[config.mk]
export PLATFORM = sky130hd
export DESIGN_NAME = time_bucketed_history_ring_top_flat
export DESIGN_NICKNAME = d
export VERILOG_FILES = /design/src/rtl/tbhr_pkg.sv /design/src/rtl/tbhr_if.sv /design/src/rtl/tbhr_ctrl.sv /design/src/rtl/tbhr_dp.sv /design/src/rtl/time_bucketed_history_ring_top.sv /design/src/flat_wrapper.sv
export SDC_FILE = /design/constraint.sdc
export NUM_CORES = 2
export LEC_CHECK = 0
export ABC_AREA = 1
export BUFFER_PORTS_ARGS = -buffer_cell sky130_fd_sc_hd__buf_2
export CAP_MARGIN = 30
export CORE_ASPECT_RATIO = 0.6
export CORE_MARGIN = 10
export CORE_UTILIZATION = 45
export CTS_BUF_LIST = sky130_fd_sc_hd__clkbuf_2
export DETAILED_ROUTE_END_ITERATION = 7
export MAX_ROUTING_LAYER = met4
export PLACE_DENSITY = 0.67
export SLEW_MARGIN = 20
export SYNTH_ARGS = -nofsm -noshare
export SYNTH_HDL_FRONTEND = slang
export SYNTH_SLANG_ARGS = --single-unit
[constraint.sdc]
create_clock -name clk -period 8.46 [get_ports clk]
set_input_delay 0.846 -clock clk [delete_from_list [all_inputs] [get_ports clk]]
set_output_delay 0.846 -clock clk [all_outputs]
set_load 0.02 [all_outputs]
[src/rtl/tbhr_pkg.sv]
// Shared types and constants for the time-bucketed history ring.
// Used by the controller, the datapath and the top level. No dependencies.
package tbhr_pkg;

  // Request command codes; six and seven are unused and fail
  localparam logic [2:0] CMD_ADD      = 3'd0;
  localparam logic [2:0] CMD_GET      = 3'd1;
  localparam logic [2:0] CMD_SET      = 3'd2;
  localparam logic [2:0] CMD_MAX_MIN  = 3'd3;
  localparam logic [2:0] CMD_SET_END  = 3'd4;
  localparam logic [2:0] CMD_CLEAR    = 3'd5;

  localparam logic signed [31:0] SAMPLE_FLOOR = 32'sh8000_0000;
  localparam logic signed [31:0] SAMPLE_CEIL  = 32'sh7FFF_FFFF;

  // Datapath operations issued by the controller
  typedef enum logic [3:0] {
    DP_NOP,
    DP_LOAD,
    DP_DIV_STEP,
    DP_SAVE_OFF,
    DP_SAVE_OFF_MM,
    DP_MM_INIT,
    DP_SCAN_STEP,
    DP_CLR_INIT,
    DP_CLR_STEP,
    DP_FILL_INIT,
    DP_FILL_STEP,
    DP_ADD_WRITE,
    DP_JUMP_WRITE,
    DP_SET_WR
  } dp_op_t;

  // Which result goes to the output register
  typedef enum logic [1:0] {
    RES_FAIL,
    RES_OK,
    RES_GET,
    RES_MM
  } res_sel_t;

  typedef struct packed {
    dp_op_t   op;
    logic     out_load;
    res_sel_t res_sel;
    logic     end_fix;   // write request end time instead of advancing it
  } dp_cmd_t;

  typedef struct packed {
    logic div_done;
    logic off_neg;
    logic off_big;
    logic off_in_range;
    logic scan_more;
    logic fill_zero;
    logic clr_last;
    logic out_free;
  } dp_stat_t;

endpackage

[src/rtl/tbhr_if.sv]
// Handshake channel interfaces for the history ring: request, result, config.
// Depends on nothing; widths follow the field list of the block.
interface tbhr_in_if;
  logic        valid;
  logic        ready;
  logic [2:0]  cmd;
  logic [31:0] time_req;
  logic [31:0] end_time_in;
  logic signed [31:0] data;
  modport source (output valid, cmd, time_req, end_time_in, data, input ready);
  modport sink   (input valid, cmd, time_req, end_time_in, data, output ready);
endinterface

interface tbhr_out_if;
  logic        valid;
  logic        ready;
  logic        ok;
  logic signed [31:0] value;
  logic signed [31:0] min_value;
  modport source (output valid, ok, value, min_value, input ready);
  modport sink   (input valid, ok, value, min_value, output ready);
endinterface

interface tbhr_cfg_if;
  logic        valid;
  logic        ready;
  logic [30:0] data;
  modport source (output valid, data, input ready);
  modport sink   (input valid, data, output ready);
endinterface

[src/rtl/tbhr_ctrl.sv]
// Controller state machine of the history ring.
// Depends on tbhr_pkg; drives the datapath through dp_cmd_t, reads dp_stat_t.
module tbhr_ctrl
  import tbhr_pkg::*;
(
  input  logic       clk,
  input  logic       rst_n,
  input  logic       in_valid,
  input  logic [2:0] in_cmd,
  output logic       in_ready,
  input  dp_stat_t   stat,
  output dp_cmd_t    dcmd
);

  typedef enum logic [3:0] {
    S_CLR, S_IDLE, S_DIV1, S_CLASS, S_DIV2, S_MMCHK, S_SCAN,
    S_FILL, S_SWEEP, S_JUMP, S_GET, S_DONE
  } state_t;

  state_t     state_r, state_nxt;
  logic [2:0] cmd_r, cmd_nxt;
  res_sel_t   res_r, res_nxt;
  logic       jump_r, jump_nxt;

  assign in_ready = (state_r == S_IDLE);

  // Next state and datapath command
  always_comb begin
    state_nxt = state_r;
    cmd_nxt   = cmd_r;
    res_nxt   = res_r;
    jump_nxt  = jump_r;
    dcmd      = '{op: DP_NOP, out_load: 1'b0, res_sel: res_r,
                  end_fix: (cmd_r == CMD_SET_END)};
    unique case (state_r)
      S_CLR: begin
        dcmd.op = DP_CLR_STEP;
        if (stat.clr_last) state_nxt = S_IDLE;
      end
      S_IDLE: begin
        if (in_valid) begin
          dcmd.op  = DP_LOAD;
          cmd_nxt  = in_cmd;
          jump_nxt = 1'b0;
          case (in_cmd) inside
            CMD_ADD, CMD_GET, CMD_SET, CMD_MAX_MIN, CMD_SET_END: state_nxt = S_DIV1;
            CMD_CLEAR: state_nxt = S_SWEEP;
            default: begin
              res_nxt   = RES_FAIL;
              state_nxt = S_DONE;
            end
          endcase
        end
      end
      S_DIV1: begin
        if (!stat.div_done) begin
          dcmd.op = DP_DIV_STEP;
        end else if (cmd_r == CMD_MAX_MIN) begin
          dcmd.op   = DP_SAVE_OFF_MM;
          state_nxt = S_DIV2;
        end else begin
          dcmd.op   = DP_SAVE_OFF;
          state_nxt = S_CLASS;
        end
      end
      S_CLASS: begin
        res_nxt   = RES_FAIL;
        state_nxt = S_DONE;
        case (cmd_r) inside
          CMD_ADD, CMD_SET_END: begin
            if (!stat.off_neg) begin
              if (stat.off_big) begin
                dcmd.op   = DP_CLR_INIT;
                jump_nxt  = 1'b1;
                state_nxt = S_SWEEP;
              end else begin
                dcmd.op   = DP_FILL_INIT;
                state_nxt = S_FILL;
              end
            end
          end
          CMD_GET: begin
            if (stat.off_in_range) begin
              res_nxt   = RES_GET;
              state_nxt = S_GET;
            end
          end
          CMD_SET: begin
            if (stat.off_in_range) begin
              dcmd.op = DP_SET_WR;
              res_nxt = RES_OK;
            end
          end
          default: ;
        endcase
      end
      S_DIV2: begin
        if (!stat.div_done) begin
          dcmd.op = DP_DIV_STEP;
        end else begin
          dcmd.op   = DP_MM_INIT;
          state_nxt = S_MMCHK;
        end
      end
      S_MMCHK: begin
        if (stat.scan_more) begin
          res_nxt   = RES_MM;
          state_nxt = S_SCAN;
        end else begin
          res_nxt   = RES_FAIL;
          state_nxt = S_DONE;
        end
      end
      S_SCAN: begin
        dcmd.op = DP_SCAN_STEP;
        if (!stat.scan_more) state_nxt = S_DONE;
      end
      S_FILL: begin
        if (stat.fill_zero) begin
          dcmd.op   = DP_ADD_WRITE;
          res_nxt   = RES_OK;
          state_nxt = S_DONE;
        end else begin
          dcmd.op = DP_FILL_STEP;
        end
      end
      S_SWEEP: begin
        dcmd.op = DP_CLR_STEP;
        if (stat.clr_last) begin
          res_nxt   = RES_OK;
          state_nxt = jump_r ? S_JUMP : S_DONE;
        end
      end
      S_JUMP: begin
        dcmd.op   = DP_JUMP_WRITE;
        state_nxt = S_DONE;
      end
      S_GET: begin
        state_nxt = S_DONE;
      end
      S_DONE: begin
        if (stat.out_free) begin
          dcmd.out_load = 1'b1;
          state_nxt     = S_IDLE;
        end
      end
      default: state_nxt = S_IDLE;
    endcase
  end

  // State and control registers
  always_ff @(posedge clk) begin
    if (!rst_n) begin
      state_r <= S_CLR;
      cmd_r   <= CMD_ADD;
      res_r   <= RES_FAIL;
      jump_r  <= 1'b0;
    end else begin
      state_r <= state_nxt;
      cmd_r   <= cmd_nxt;
      res_r   <= res_nxt;
      jump_r  <= jump_nxt;
    end
  end

endmodule

[src/rtl/tbhr_dp.sv]
// Datapath of the history ring: sample memory, serial divider, ring pointers,
// scan extremes, interval register and result register. Depends on tbhr_pkg.
module tbhr_dp
  import tbhr_pkg::*;
#(
  parameter int DEPTH          = 64,
  parameter int BYTES_PER_SLOT = 4
) (
  input  logic               clk,
  input  logic               rst_n,
  input  dp_cmd_t            dcmd,
  output dp_stat_t           stat,
  input  logic [2:0]         in_cmd,
  input  logic [31:0]        in_time_req,
  input  logic [31:0]        in_end_time_in,
  input  logic signed [31:0] in_data,
  input  logic               cfg_valid,
  input  logic [30:0]        cfg_data,
  input  logic               out_ready,
  output logic               out_valid,
  output logic               out_ok,
  output logic signed [31:0] out_value,
  output logic signed [31:0] out_min_value
);

  localparam int AW = (DEPTH > 1) ? $clog2(DEPTH) : 1;
  localparam int SW = 8 * BYTES_PER_SLOT;
  localparam logic signed [32:0] DEP_S = 33'(DEPTH);
  localparam logic [AW-1:0] LAST_SLOT = AW'(DEPTH - 1);

  // Sample memory
  logic [SW-1:0] mem [DEPTH];
  logic [SW-1:0] rd_data_r;
  logic          we;
  logic [AW-1:0] wa, ra;
  logic [SW-1:0] wd;

  logic [30:0]   interval_r;
  logic [30:0]   eff;
  logic [31:0]   end_r, t_r, te_r;
  logic signed [31:0] d_r;
  logic [AW-1:0] wslot_r, clr_cnt_r, fill_cnt_r;

  // Divider
  logic [31:0]   rem_r, quo_r;
  logic          neg_r;
  logic [5:0]    cnt_r;
  logic [31:0]   rem_sh, rem_n, quo_n;
  logic          ge;
  logic signed [32:0] off_c, off_r;
  logic [31:0]   load_src, div_diff, div_mag;
  logic [31:0]   div_src;

  // Scan
  logic signed [32:0] scan_off_r, scan_end_r, s_clamp, e_clamp;
  logic               rv_r;
  logic signed [31:0] hi_r, lo_r, rd_val;
  logic signed [SW-1:0] rd_s;

  logic [AW-1:0] wslot_inc;

  function automatic logic [AW-1:0] slot_of(input logic signed [32:0] off,
                                            input logic [AW-1:0] ws);
    logic signed [32:0] base;
    logic [AW+1:0]      sum;
    begin
      base = off + DEP_S;
      sum  = {1'b0, base[AW:0]} + {2'b00, ws};
      if (sum >= (AW+2)'(DEPTH)) sum = sum - (AW+2)'(DEPTH);
      slot_of = sum[AW-1:0];
    end
  endfunction

  assign eff       = (interval_r == 31'd0) ? 31'd1 : interval_r;
  assign wslot_inc = (wslot_r == LAST_SLOT) ? '0 : wslot_r + AW'(1);

  // One restoring division step
  assign rem_sh = {rem_r[30:0], quo_r[31]};
  assign ge     = rem_sh >= {1'b0, eff};
  assign rem_n  = ge ? rem_sh - {1'b0, eff} : rem_sh;
  assign quo_n  = {quo_r[30:0], ge};
  assign off_c  = neg_r ? -$signed({1'b0, quo_r}) : $signed({1'b0, quo_r});

  // Divider operand: add time (set_end_time adds at end minus interval)
  assign load_src = (in_cmd == CMD_SET_END) ? in_end_time_in - {1'b0, eff} : in_time_req;
  assign div_src  = (dcmd.op == DP_LOAD) ? load_src : te_r;
  assign div_diff = div_src - end_r;
  assign div_mag  = div_diff[31] ? (~div_diff + 32'd1) : div_diff;

  assign s_clamp = (off_r < -DEP_S) ? -DEP_S : off_r;
  assign e_clamp = (off_c > 33'sd0) ? 33'sd0 : off_c;

  assign rd_s   = rd_data_r;
  assign rd_val = 32'(rd_s);

  // Status back to the controller
  assign stat.div_done     = cnt_r[5];
  assign stat.off_neg      = off_r[32];
  assign stat.off_big      = off_r >= DEP_S - 33'sd1;
  assign stat.off_in_range = off_r[32] && (off_r >= -DEP_S);
  assign stat.scan_more    = scan_off_r < scan_end_r;
  assign stat.fill_zero    = (fill_cnt_r == '0);
  assign stat.clr_last     = (clr_cnt_r == LAST_SLOT);
  assign stat.out_free     = !out_valid || out_ready;

  // Memory port addresses
  always_comb begin
    we = 1'b0;
    wa = wslot_r;
    wd = '0;
    ra = (dcmd.op == DP_SCAN_STEP) ? slot_of(scan_off_r, wslot_r) : slot_of(off_r, wslot_r);
    case (dcmd.op)
      DP_CLR_STEP: begin
        we = 1'b1;
        wa = clr_cnt_r;
      end
      DP_FILL_STEP: we = 1'b1;
      DP_ADD_WRITE: begin
        we = 1'b1;
        wd = d_r[SW-1:0];
      end
      DP_JUMP_WRITE: begin
        we = 1'b1;
        wa = LAST_SLOT;
        wd = d_r[SW-1:0];
      end
      DP_SET_WR: begin
        we = 1'b1;
        wa = slot_of(off_r, wslot_r);
        wd = d_r[SW-1:0];
      end
      default: ;
    endcase
  end

  always_ff @(posedge clk) begin
    if (we) mem[wa] <= wd;
    rd_data_r <= mem[ra];
  end

  // Control registers
  always_ff @(posedge clk) begin
    if (!rst_n) begin
      interval_r <= 31'd1;
      end_r      <= '0;
      wslot_r    <= '0;
      clr_cnt_r  <= '0;
      cnt_r      <= 6'd32;
      rv_r       <= 1'b0;
      out_valid  <= 1'b0;
    end else begin
      if (cfg_valid) interval_r <= cfg_data;
      rv_r <= 1'b0;
      case (dcmd.op)
        DP_LOAD: begin
          cnt_r <= '0;
          if (in_cmd == CMD_CLEAR) begin
            clr_cnt_r <= '0;
            wslot_r   <= '0;
            end_r     <= '0;
          end
        end
        DP_SAVE_OFF_MM: cnt_r <= '0;
        DP_DIV_STEP:    cnt_r <= cnt_r + 6'd1;
        DP_CLR_INIT:    clr_cnt_r <= '0;
        DP_CLR_STEP:    clr_cnt_r <= (clr_cnt_r == LAST_SLOT) ? '0 : clr_cnt_r + AW'(1);
        DP_FILL_STEP: begin
          wslot_r <= wslot_inc;
          end_r   <= end_r + {1'b0, eff};
        end
        DP_ADD_WRITE: begin
          wslot_r <= wslot_inc;
          end_r   <= dcmd.end_fix ? te_r : end_r + {1'b0, eff};
        end
        DP_JUMP_WRITE: begin
          wslot_r <= '0;
          end_r   <= dcmd.end_fix ? te_r : t_r + {1'b0, eff};
        end
        DP_SCAN_STEP: rv_r <= stat.scan_more;
        default: ;
      endcase
      if (dcmd.out_load)  out_valid <= 1'b1;
      else if (out_ready) out_valid <= 1'b0;
    end
  end

  // Payload registers
  always_ff @(posedge clk) begin
    case (dcmd.op)
      DP_LOAD: begin
        t_r   <= load_src;
        te_r  <= in_end_time_in;
        d_r   <= (in_cmd == CMD_SET_END) ? 32'sd0 : in_data;
        rem_r <= '0;
        quo_r <= div_mag;
        neg_r <= div_diff[31];
      end
      DP_DIV_STEP: begin
        rem_r <= rem_n;
        quo_r <= quo_n;
      end
      DP_SAVE_OFF: off_r <= off_c;
      DP_SAVE_OFF_MM: begin
        off_r <= off_c;
        rem_r <= '0;
        quo_r <= div_mag;
        neg_r <= div_diff[31];
      end
      DP_MM_INIT: begin
        scan_off_r <= s_clamp;
        scan_end_r <= e_clamp;
        hi_r       <= SAMPLE_FLOOR;
        lo_r       <= SAMPLE_CEIL;
      end
      DP_SCAN_STEP: if (stat.scan_more) scan_off_r <= scan_off_r + 33'sd1;
      DP_FILL_INIT: fill_cnt_r <= off_r[AW-1:0];
      DP_FILL_STEP: fill_cnt_r <= fill_cnt_r - AW'(1);
      default: ;
    endcase
    // Extremes follow the registered read in the cycle after its address
    if (rv_r) begin
      if (rd_val > hi_r) hi_r <= rd_val;
      if (rd_val < lo_r) lo_r <= rd_val;
    end
    if (dcmd.out_load) begin
      out_ok        <= (dcmd.res_sel != RES_FAIL);
      out_value     <= '0;
      out_min_value <= '0;
      case (dcmd.res_sel)
        RES_GET: out_value <= rd_val;
        RES_MM: begin
          out_value     <= hi_r;
          out_min_value <= lo_r;
        end
        default: ;
      endcase
    end
  end

endmodule

[src/rtl/time_bucketed_history_ring_top.sv]
// Top level of the time-bucketed history ring.
// Depends on tbhr_pkg, the channel interfaces, tbhr_ctrl and tbhr_dp.

// A ring of DEPTH signed samples, one slot per interval_time time units, with
// commands add, get, set, max_min, set_end_time and clear. One request is
// handled at a time; its result sits in an output register, so a new request
// is taken while the previous result waits. Every timestamp goes through a
// one-bit-a-cycle divider, which sets most of the latency; max_min runs it
// twice. An add zeroes each slot that it skips, and a jump of DEPTH-1 slots
// or more runs a clearing sweep over all DEPTH slots instead; max_min scans
// every slot in the window, and clear sweeps the whole ring. After reset
// the memory is cleared before the first request is taken;
// configuration writes are accepted at any time.
module time_bucketed_history_ring_top
  import tbhr_pkg::*;
#(
  parameter int DEPTH          = 64,
  parameter int BYTES_PER_SLOT = 4
) (
  input  logic       clk,
  input  logic       rst_n,
  tbhr_in_if.sink    in_ch,
  tbhr_out_if.source out_ch,
  tbhr_cfg_if.sink   cfg_ch
);

  dp_cmd_t  dcmd;
  dp_stat_t stat;

  assign cfg_ch.ready = 1'b1;

  tbhr_ctrl u_ctrl (
    .clk      (clk),
    .rst_n    (rst_n),
    .in_valid (in_ch.valid),
    .in_cmd   (in_ch.cmd),
    .in_ready (in_ch.ready),
    .stat     (stat),
    .dcmd     (dcmd)
  );

  tbhr_dp #(
    .DEPTH          (DEPTH),
    .BYTES_PER_SLOT (BYTES_PER_SLOT)
  ) u_dp (
    .clk            (clk),
    .rst_n          (rst_n),
    .dcmd           (dcmd),
    .stat           (stat),
    .in_cmd         (in_ch.cmd),
    .in_time_req    (in_ch.time_req),
    .in_end_time_in (in_ch.end_time_in),
    .in_data        (in_ch.data),
    .cfg_valid      (cfg_ch.valid),
    .cfg_data       (cfg_ch.data),
    .out_ready      (out_ch.ready),
    .out_valid      (out_ch.valid),
    .out_ok         (out_ch.ok),
    .out_value      (out_ch.value),
    .out_min_value  (out_ch.min_value)
  );

endmodule
[src/flat_wrapper.sv]
// flat-port wrapper written by rule: the top's interface ports become plain ports
module time_bucketed_history_ring_top_flat import tbhr_pkg::*;
#(
  parameter int DEPTH          = 64,
  parameter int BYTES_PER_SLOT = 4
)
  (clk, rst_n, in_ch_valid, in_ch_cmd, in_ch_time_req, in_ch_end_time_in, in_ch_data, in_ch_ready, out_ch_valid, out_ch_ok, out_ch_value, out_ch_min_value, out_ch_ready, cfg_ch_valid, cfg_ch_data, cfg_ch_ready);
  tbhr_in_if in_ch_i ();
  tbhr_out_if out_ch_i ();
  tbhr_cfg_if cfg_ch_i ();
  input  logic clk;
  input  logic rst_n;
  input wire logic [$bits(in_ch_i.valid)-1:0] in_ch_valid;
  input wire logic [$bits(in_ch_i.cmd)-1:0] in_ch_cmd;
  input wire logic [$bits(in_ch_i.time_req)-1:0] in_ch_time_req;
  input wire logic [$bits(in_ch_i.end_time_in)-1:0] in_ch_end_time_in;
  input wire logic [$bits(in_ch_i.data)-1:0] in_ch_data;
  output wire logic [$bits(in_ch_i.ready)-1:0] in_ch_ready;
  output wire logic [$bits(out_ch_i.valid)-1:0] out_ch_valid;
  output wire logic [$bits(out_ch_i.ok)-1:0] out_ch_ok;
  output wire logic [$bits(out_ch_i.value)-1:0] out_ch_value;
  output wire logic [$bits(out_ch_i.min_value)-1:0] out_ch_min_value;
  input wire logic [$bits(out_ch_i.ready)-1:0] out_ch_ready;
  input wire logic [$bits(cfg_ch_i.valid)-1:0] cfg_ch_valid;
  input wire logic [$bits(cfg_ch_i.data)-1:0] cfg_ch_data;
  output wire logic [$bits(cfg_ch_i.ready)-1:0] cfg_ch_ready;
  assign in_ch_i.valid = in_ch_valid;
  assign in_ch_i.cmd = in_ch_cmd;
  assign in_ch_i.time_req = in_ch_time_req;
  assign in_ch_i.end_time_in = in_ch_end_time_in;
  assign in_ch_i.data = in_ch_data;
  assign in_ch_ready = in_ch_i.ready;
  assign out_ch_valid = out_ch_i.valid;
  assign out_ch_ok = out_ch_i.ok;
  assign out_ch_value = out_ch_i.value;
  assign out_ch_min_value = out_ch_i.min_value;
  assign out_ch_i.ready = out_ch_ready;
  assign cfg_ch_i.valid = cfg_ch_valid;
  assign cfg_ch_i.data = cfg_ch_data;
  assign cfg_ch_ready = cfg_ch_i.ready;
  time_bucketed_history_ring_top #(.DEPTH(DEPTH), .BYTES_PER_SLOT(BYTES_PER_SLOT)) u_core (.clk(clk), .rst_n(rst_n), .in_ch(in_ch_i), .out_ch(out_ch_i), .cfg_ch(cfg_ch_i));
endmodule
Yosys cells after proc, flatten, opt, wreduce, memory -nomap -nowiden
Memories as Yosys holds them, arrays and structs flattened. A register that Yosys moved wholly into a read port is not among the register bits.
Cells that the tools add are included.
{"block": "classes", "addsub": 18, "magnitude_cmp": 10, "eq_ne": 52, "mux": 88, "bitwise": 1, "reduce_logical": 36}
{"operator": "two-way mux 32 bit", "count": 13}
{"operator": "case mux 32 bit (2 select lines)", "count": 2}
{"operator": "case mux 32 bit (4 select lines)", "count": 1}
{"operator": "two-way mux 33 bit", "count": 3}
{"operator": "two-way mux 4 bit", "count": 19}
{"operator": "greater-or-equal comparator 33 x 7 -> 1 bit (second input constant)", "count": 2}
{"operator": "case mux 33 bit (2 select lines)", "count": 1}
{"operator": "adder 32 x 31 -> 32 bit", "count": 2}
{"operator": "two-way mux 31 bit", "count": 2}
{"operator": "case mux 31 bit (2 select lines)", "count": 1}
{"operator": "case mux 6 bit (3 select lines)", "count": 3}
{"operator": "case mux 4 bit (11 select lines)", "count": 1}
{"operator": "== test 4 bit (second input constant)", "count": 10}
{"operator": "two-way mux 6 bit", "count": 6}
{"operator": "adder 33 x 2 -> 33 bit (second input constant)", "count": 1}
{"operator": "> comparator 33 x 1 -> 1 bit (second input constant)", "count": 1}
{"operator": "< comparator 33 bit", "count": 1}
{"operator": "< comparator 33 x 7 -> 1 bit (second input constant)", "count": 1}
{"operator": "negation 32 -> 33 bit", "count": 1}
{"operator": "adder 32 x 1 -> 32 bit (second input constant)", "count": 1}
{"operator": "== test 4 x 3 -> 1 bit (second input constant)", "count": 8}
{"operator": "greater-or-equal comparator 32 x 31 -> 1 bit", "count": 1}
{"operator": "> comparator 32 bit", "count": 1}
{"operator": "< comparator 32 bit", "count": 1}
{"operator": "other kinds (43)", "count": 122}
{"block": "word_totals", "ff_bits": 487, "ram_bits": 2048, "out_inout_bits": 68, "mem_count": 1}
{"name": "u_core.u_dp.mem", "words": 64, "word_bits": 32, "read_ports": 1, "rd_ports_with_merged_regs": 1, "write_ports": 1, "line_no": "tbhr_dp.sv:32", "text": "logic [SW-1:0] mem [DEPTH];"}

Depth between registers and ports, before layout
{"block": "logic_depth", "ltp_word": 14, "depth_mapped": 43}

Modules after synthesis
Synthesis repeated with hierarchy kept, for this count alone.
{"block": "unflattened", "cells_unflattened": 11005, "area_unflattened_um2": 116785.8}
{"mod": "tbhr_dp", "instances": 1, "cells_per_inst": 10832, "area_per_inst_um2": 115834.8, "seq_area_each_um2": 74991.9}
{"mod": "tbhr_ctrl", "instances": 1, "cells_per_inst": 171, "area_per_inst_um2": 939.7, "seq_area_each_um2": 200.2}
{"mod": "time_bucketed_history_ring_top", "instances": 1, "cells_per_inst": 2, "area_per_inst_um2": 11.3, "seq_area_each_um2": 0.0}

Worst setup path after synthesis
OpenSTA, ideal clock, no wires.
{"block": "synth_path", "path_kind": "flip-flop to flip-flop", "startpoint": "register u_core.u_ctrl.state_r[0]", "endpoint": "register u_core.u_dp.quo_r[30] (data pin)", "t_arrival_ns": 6.342, "required_time_ns": 8.207, "slack_ns": 1.865, "path_stages_with_launch": 26, "period_less_slack_ns": 6.595, "cell_sequence": "dfxtp_1 nand2_1 nor2_2 inv_1 nor2_1 buf_2 buf_1 nand2_1 nand2_1 ha_1 nand2_1 nand3_2 nand2_1 nand2_1 xnor2_1 nand2_1 nor2_1 nand3_1 nor2_1 nand3_1 nand2_1 nand2_1 nand2_1 nand2_1 nand2_1 nand2_1"}
{"block": "synth_via", "elab_cells_between_ends": 21, "classes_between": "add/sub: 2; eq/ne: 11; mux: 4; bitwise: 1; reduce/logical: 3"}
{"item": "from (decl)", "line_no": "tbhr_ctrl.sv:20", "text": "state_t state_r, state_nxt;"}
{"item": "from (signal assigned)", "line_no": "tbhr_ctrl.sv:159", "text": "state_r <= state_nxt;"}
{"item": "== test 4 x 1 -> 1 bit (*)"}
{"item": "named net in_ch_ready", "line_no": "flat_wrapper.sv:18", "text": "output wire logic [$bits(in_ch_i.ready)-1:0] in_ch_ready;"}
{"item": "case mux 4 bit (8 select lines) (*)", "line_no": "tbhr_ctrl.sv:35", "text": "unique case (state_r)"}
{"item": "== test 4 x 1 -> 1 bit", "line_no": "tbhr_dp.sv:86, tbhr_dp.sv:189"}
{"item": "two-way mux 32 bit", "line_no": "tbhr_dp.sv:86", "text": "assign div_src = (dcmd.op == DP_LOAD) ? load_src : te_r;"}
{"item": "subtractor 32 bit", "line_no": "tbhr_dp.sv:87", "text": "assign div_diff = div_src - end_r;"}
{"item": "NOT 32 bit", "line_no": "tbhr_dp.sv:88", "text": "assign div_mag = div_diff[31] ? (~div_diff + 32'd1) : div_diff;"}
{"item": "adder 32 x 1 -> 32 bit", "line_no": "tbhr_dp.sv:88"}
{"item": "two-way mux 32 bit", "line_no": "tbhr_dp.sv:88"}
{"item": "case mux 32 bit (2 select lines) (*)", "line_no": "tbhr_dp.sv:189", "text": "case (dcmd.op)"}
{"item": "to (signal assigned)", "line_no": "tbhr_dp.sv:195", "text": "quo_r <= div_mag;"}
{"item": "to (signal assigned)", "line_no": "tbhr_dp.sv:200", "text": "quo_r <= quo_n;"}
{"item": "to (signal assigned)", "line_no": "tbhr_dp.sv:206", "text": "quo_r <= div_mag;"}
{"item": "to (decl)", "line_no": "tbhr_dp.sv:45", "text": "logic [31:0] rem_r, quo_r;"}
The timed path passes the listed nets; every way through them passes the cells marked *.
A chain may end at the register's enable or synchronous reset.

Worst setup path after layout
{"block": "layout_path", "startpoint": "register u_core.u_dp.interval_r[16]", "endpoint": "register u_core.u_dp.quo_r[21] (data pin)"}
{"block": "layout_via", "elab_chain_len": 10}
{"item": "from (decl)", "line_no": "tbhr_dp.sv:38", "text": "logic [30:0] interval_r;"}
{"item": "from (signal assigned)", "line_no": "tbhr_dp.sv:152", "text": "if (cfg_valid) interval_r <= cfg_data;"}
{"item": "logical NOT 31 bit", "line_no": "tbhr_dp.sv:74", "text": "assign eff = (interval_r == 31'd0) ? 31'd1 : interval_r;"}
{"item": "two-way mux 31 bit (*)", "line_no": "tbhr_dp.sv:74"}
{"item": "subtractor 32 x 31 -> 32 bit (*)", "line_no": "tbhr_dp.sv:85", "text": "assign load_src = (in_cmd == CMD_SET_END) ? in_end_time_in - {1'b0, eff} : in_time_req;"}
{"item": "two-way mux 32 bit (*)", "line_no": "tbhr_dp.sv:85"}
{"item": "two-way mux 32 bit (*)", "line_no": "tbhr_dp.sv:86"}
{"item": "subtractor 32 bit (*)", "line_no": "tbhr_dp.sv:87"}
{"item": "NOT 32 bit", "line_no": "tbhr_dp.sv:88"}
{"item": "adder 32 x 1 -> 32 bit", "line_no": "tbhr_dp.sv:88"}
{"item": "two-way mux 32 bit (*)", "line_no": "tbhr_dp.sv:88"}
{"item": "case mux 32 bit (2 select lines) (*)", "line_no": "tbhr_dp.sv:189"}
Mark *: on every way between the ends. The rest lies on a longest branch, timed or not.

==> impl_metrics.env <==
export IMPL_outcome="finished, final reports clean"
export IMPL_final_cells=15410
export IMPL_place_ws_ns=1.267
export IMPL_hpwl_mm=259.2
export IMPL_rows=145
export IMPL_cts_htree_levels=6
export IMPL_finalSetupViolations=0
export IMPL_synthToLayoutAreaGrowth_pct=11.44
export IMPL_drt_initial_drc_count=14694
export IMPL_ys_ff_latch=2567
export IMPL_cts_sinks=2567
export IMPL_final_period_utilization=0.9311
export IMPL_clk_latency_ns=1.78
export IMPL_timing_final_max_slew_violations=0
export IMPL_grt_ovfl_total=0
export IMPL_synthSimpleGateAreaFrac=0.1358
export IMPL_routedWlPerCell_um=26.54
export IMPL_viasPerCell=5.987
export IMPL_slowest_stage="a21oi_1"
export IMPL_synthXorXnorAreaFrac=0.01110
export IMPL_critPathLaunchType="flop"
export IMPL_grt_usage=0.2847
export IMPL_coreArea_sq_um=260200
export IMPL_yosysSeqAreaShare=0.6393
export IMPL_timing_final_ws_setup_ns=0.5826
export IMPL_async_reset_ff_frac=0
export IMPL_syn_num_nets=11239
export IMPL_antenna_found_initial=36
export IMPL_period_minus_slack_ns=7.877
export IMPL_initial_core_util=0.4521
export IMPL_skew_ns=0.1840
export IMPL_multi_input_area_sq_um=37060
export IMPL_syn_avg_cell_area_sq_um=10.86
export IMPL_die_area_sq_um=282900
export IMPL_maxCapViolCount=0
export IMPL_die_w_um=680.0
export IMPL_leakagePower_nw=44.04
export IMPL_post_cts_buffers=0
export IMPL_rsz0062_at_grt="false"
export IMPL_fin_setup_tns_ns=0
export IMPL_drc=0
export IMPL_cp_arrival_ns=9.31
export IMPL_synthAdderAreaFrac=0.02970
export IMPL_hold_viol_final=0
export IMPL_grt_pass1_wl_mm=584.2
export IMPL_layout_common_cells="edfxtp_1, nor2_1, nand2_1"
export IMPL_mappedNetlistArea_sq_um=117600
export IMPL_worstMarginPinSlew_ns=1.199
export IMPL_drive_above_1_share=0.1309
export IMPL_root_buffer="clkbuf_2"
export IMPL_hold_class="in -> reg"
export IMPL_synthFlopType="edfxtp_1"
export IMPL_dp_cells=14079
export IMPL_final_common_cell="edfxtp_1"
export IMPL_nFillCells=23034
export IMPL_fmax_ghz=0.1269
export IMPL_grt_start_max_net_pins=323
export IMPL_gp_congestion=1.055
export IMPL_synth_edf_count=2378
export IMPL_end_kind="flop"
export IMPL_syn_inst=10829
export IMPL_finalWirelength_mm=409.0
export IMPL_grt_pass1_vias=85333
export IMPL_timing_slew_headroom=0.1987
export IMPL_cts_resized=0
export IMPL_path_max_fanout=6
export IMPL_clock_path_buffers=4
export IMPL_power_density_nw_per_um2=174.1
export IMPL_vdd_drop_max_v=0.00009144
export IMPL_ios=203
export IMPL_port_buffers=201
export IMPL_yosysWarnings=0
export IMPL_crit_type="reg -> reg"
export IMPL_dieHeight_um=416.0
export IMPL_numCtsBuffers=579
export IMPL_synth_compound_area_share=0.1336
export IMPL_cts_tree="built"
export IMPL_worstPathRequired_ns=9.90
export IMPL_synthMuxAreaShare=0.00008510
export IMPL_clk_pin_slew_ns=0.14
export IMPL_postRouteAntennaNets=0
export IMPL_dr_pass1_iters=6
export IMPL_seqCellArea_sq_um=75190
export IMPL_cpPeakStageDelay_ns=0.69
export IMPL_yosysUniqueCellTypes=70
export IMPL_via_count=92258
export IMPL_synth_top_family_by_area="simple AND/OR/NAND/NOR gates"
export IMPL_crit_top_cell="nand2_1"
export IMPL_fin_nets=11924
-- power by group --
part / internal (mW) / switching [mW] / leakage, nW
Sequential: 13.7 / 0.0304 / 19.3
Combinational: 0.303 / 0.550 / 20.7
Clock: 3.15 / 5.06 / 4.05
-- metrics by stage --
stage	hold slack (ns)	total power, mW	area, sq um	util
3_3_place_gp	0.4481	14.73	122500	0.4709
3_5_place_dp	0.4721	14.73	122600	0.4713
6_report	0.1120	22.82	131100	0.5038
2_1_floorplan	0.4408	14.43	117600	-
5_1_grt	0.02941	23.63	131100	0.5038
4_1_cts	0.0001470	22.85	130900	0.5032
-- logic make-up after synthesis --
group           Yosys count
buf+inv                1483
fa+ha+maj               275
other cells               1
flops                  2567
xor+xnor                149
mux                       1
simple gates           3860
compound gates         2493
-- worst max-delay path, delay by kind of cell, from the launching register on --
kind	cells	cell delay [ns]
adders and majority gates	3	0.99
AOI/OAI and AO/OA	6	1.53
DFF	1	0.39
buffers and inverters	4	0.53
and+or+nand+nor	26	4.06
-- Yosys cell counts, drive strengths merged, types with 10 or more instances --
cell / count / area share
edfxtp: 2378 / 0.61
nor2: 1782 / 0.057
nand2: 1300 / 0.042
o21ai: 1081 / 0.046
inv: 880 / 0.028
nand3: 493 / 0.022
clkbuf: 436 / 0.014
a21oi: 355 / 0.015
o211ai: 281 / 0.018
ha: 268 / 0.029
o32ai: 217 / 0.016
dfxtp: 189 / 0.032
o221ai: 174 / 0.013
buf: 166 / 0.0084
nand4: 122 / 0.0065
o21bai: 116 / 0.0074
xor2: 96 / 0.0071
o311ai: 88 / 0.0066
o22ai: 75 / 0.0040
nor3: 62 / 0.0027
xnor2: 53 / 0.0039
or2: 35 / 0.0019
nor4: 32 / 0.0020
a31oi: 24 / 0.0013
nand3b: 18 / 0.0011
a21o: 15 / 0.00096
a21boi: 12 / 0.00077
o21a: 11 / 0.00070
o22a: 10 / 0.00074
-- repair_timing --
item | in CTS | in global routing
hold buffers | 300 | 0
setup endpoints to repair | 0 | 0
endpoints found under the hold margin | 251 | 0
-- final timing paths --
kind / end / depth (start not counted) / startpoint / slack (ns)
hold reg to reg: u_core.u_dp.lo_r[31] / 2 / u_core.u_dp.lo_r[31] / 0.49
hold / removal: u_core.u_dp.t_r[13] / 4 / in_ch_time_req[13] / 0.11
setup reg to reg: u_core.u_dp.quo_r[21] / 39 / u_core.u_dp.interval_r[16] / 0.58
setup / recovery: u_core.u_dp.quo_r[21] / 39 / u_core.u_dp.interval_r[16] / 0.58
-- cell type report --
type | instances | area share
sequential | 2567 | 0.5736
multi-input combinational | 6779 | 0.2828
timing repair buffer | 706 | 0.04416
clock buffer | 877 | 0.03349
tap | 3454 | 0.03297
inverter | 881 | 0.02558
clock inverter | 117 | 0.006844
antenna | 29 | 0.0005536
-- flip-flops by register name (all words and copies together), names as in the netlist, 33 cells and up --
register,cells
u_core.u_dp.off_r,33
u_core.u_dp.scan_off_r,33
u_core.u_dp.scan_end_r,33
u_core.u_dp.mem,2048
-- per-layer routing --
metal,vias up,track usage,part of all wire
met4,0,0.06943,0.023
met2,6238,0.3612,0.39
li1,40611,-,-
met5,-,-,0
met3,617,0.1029,0.15
met1,44792,0.4256,0.44
Note: power is estimated with default switching activity, not from simulation.
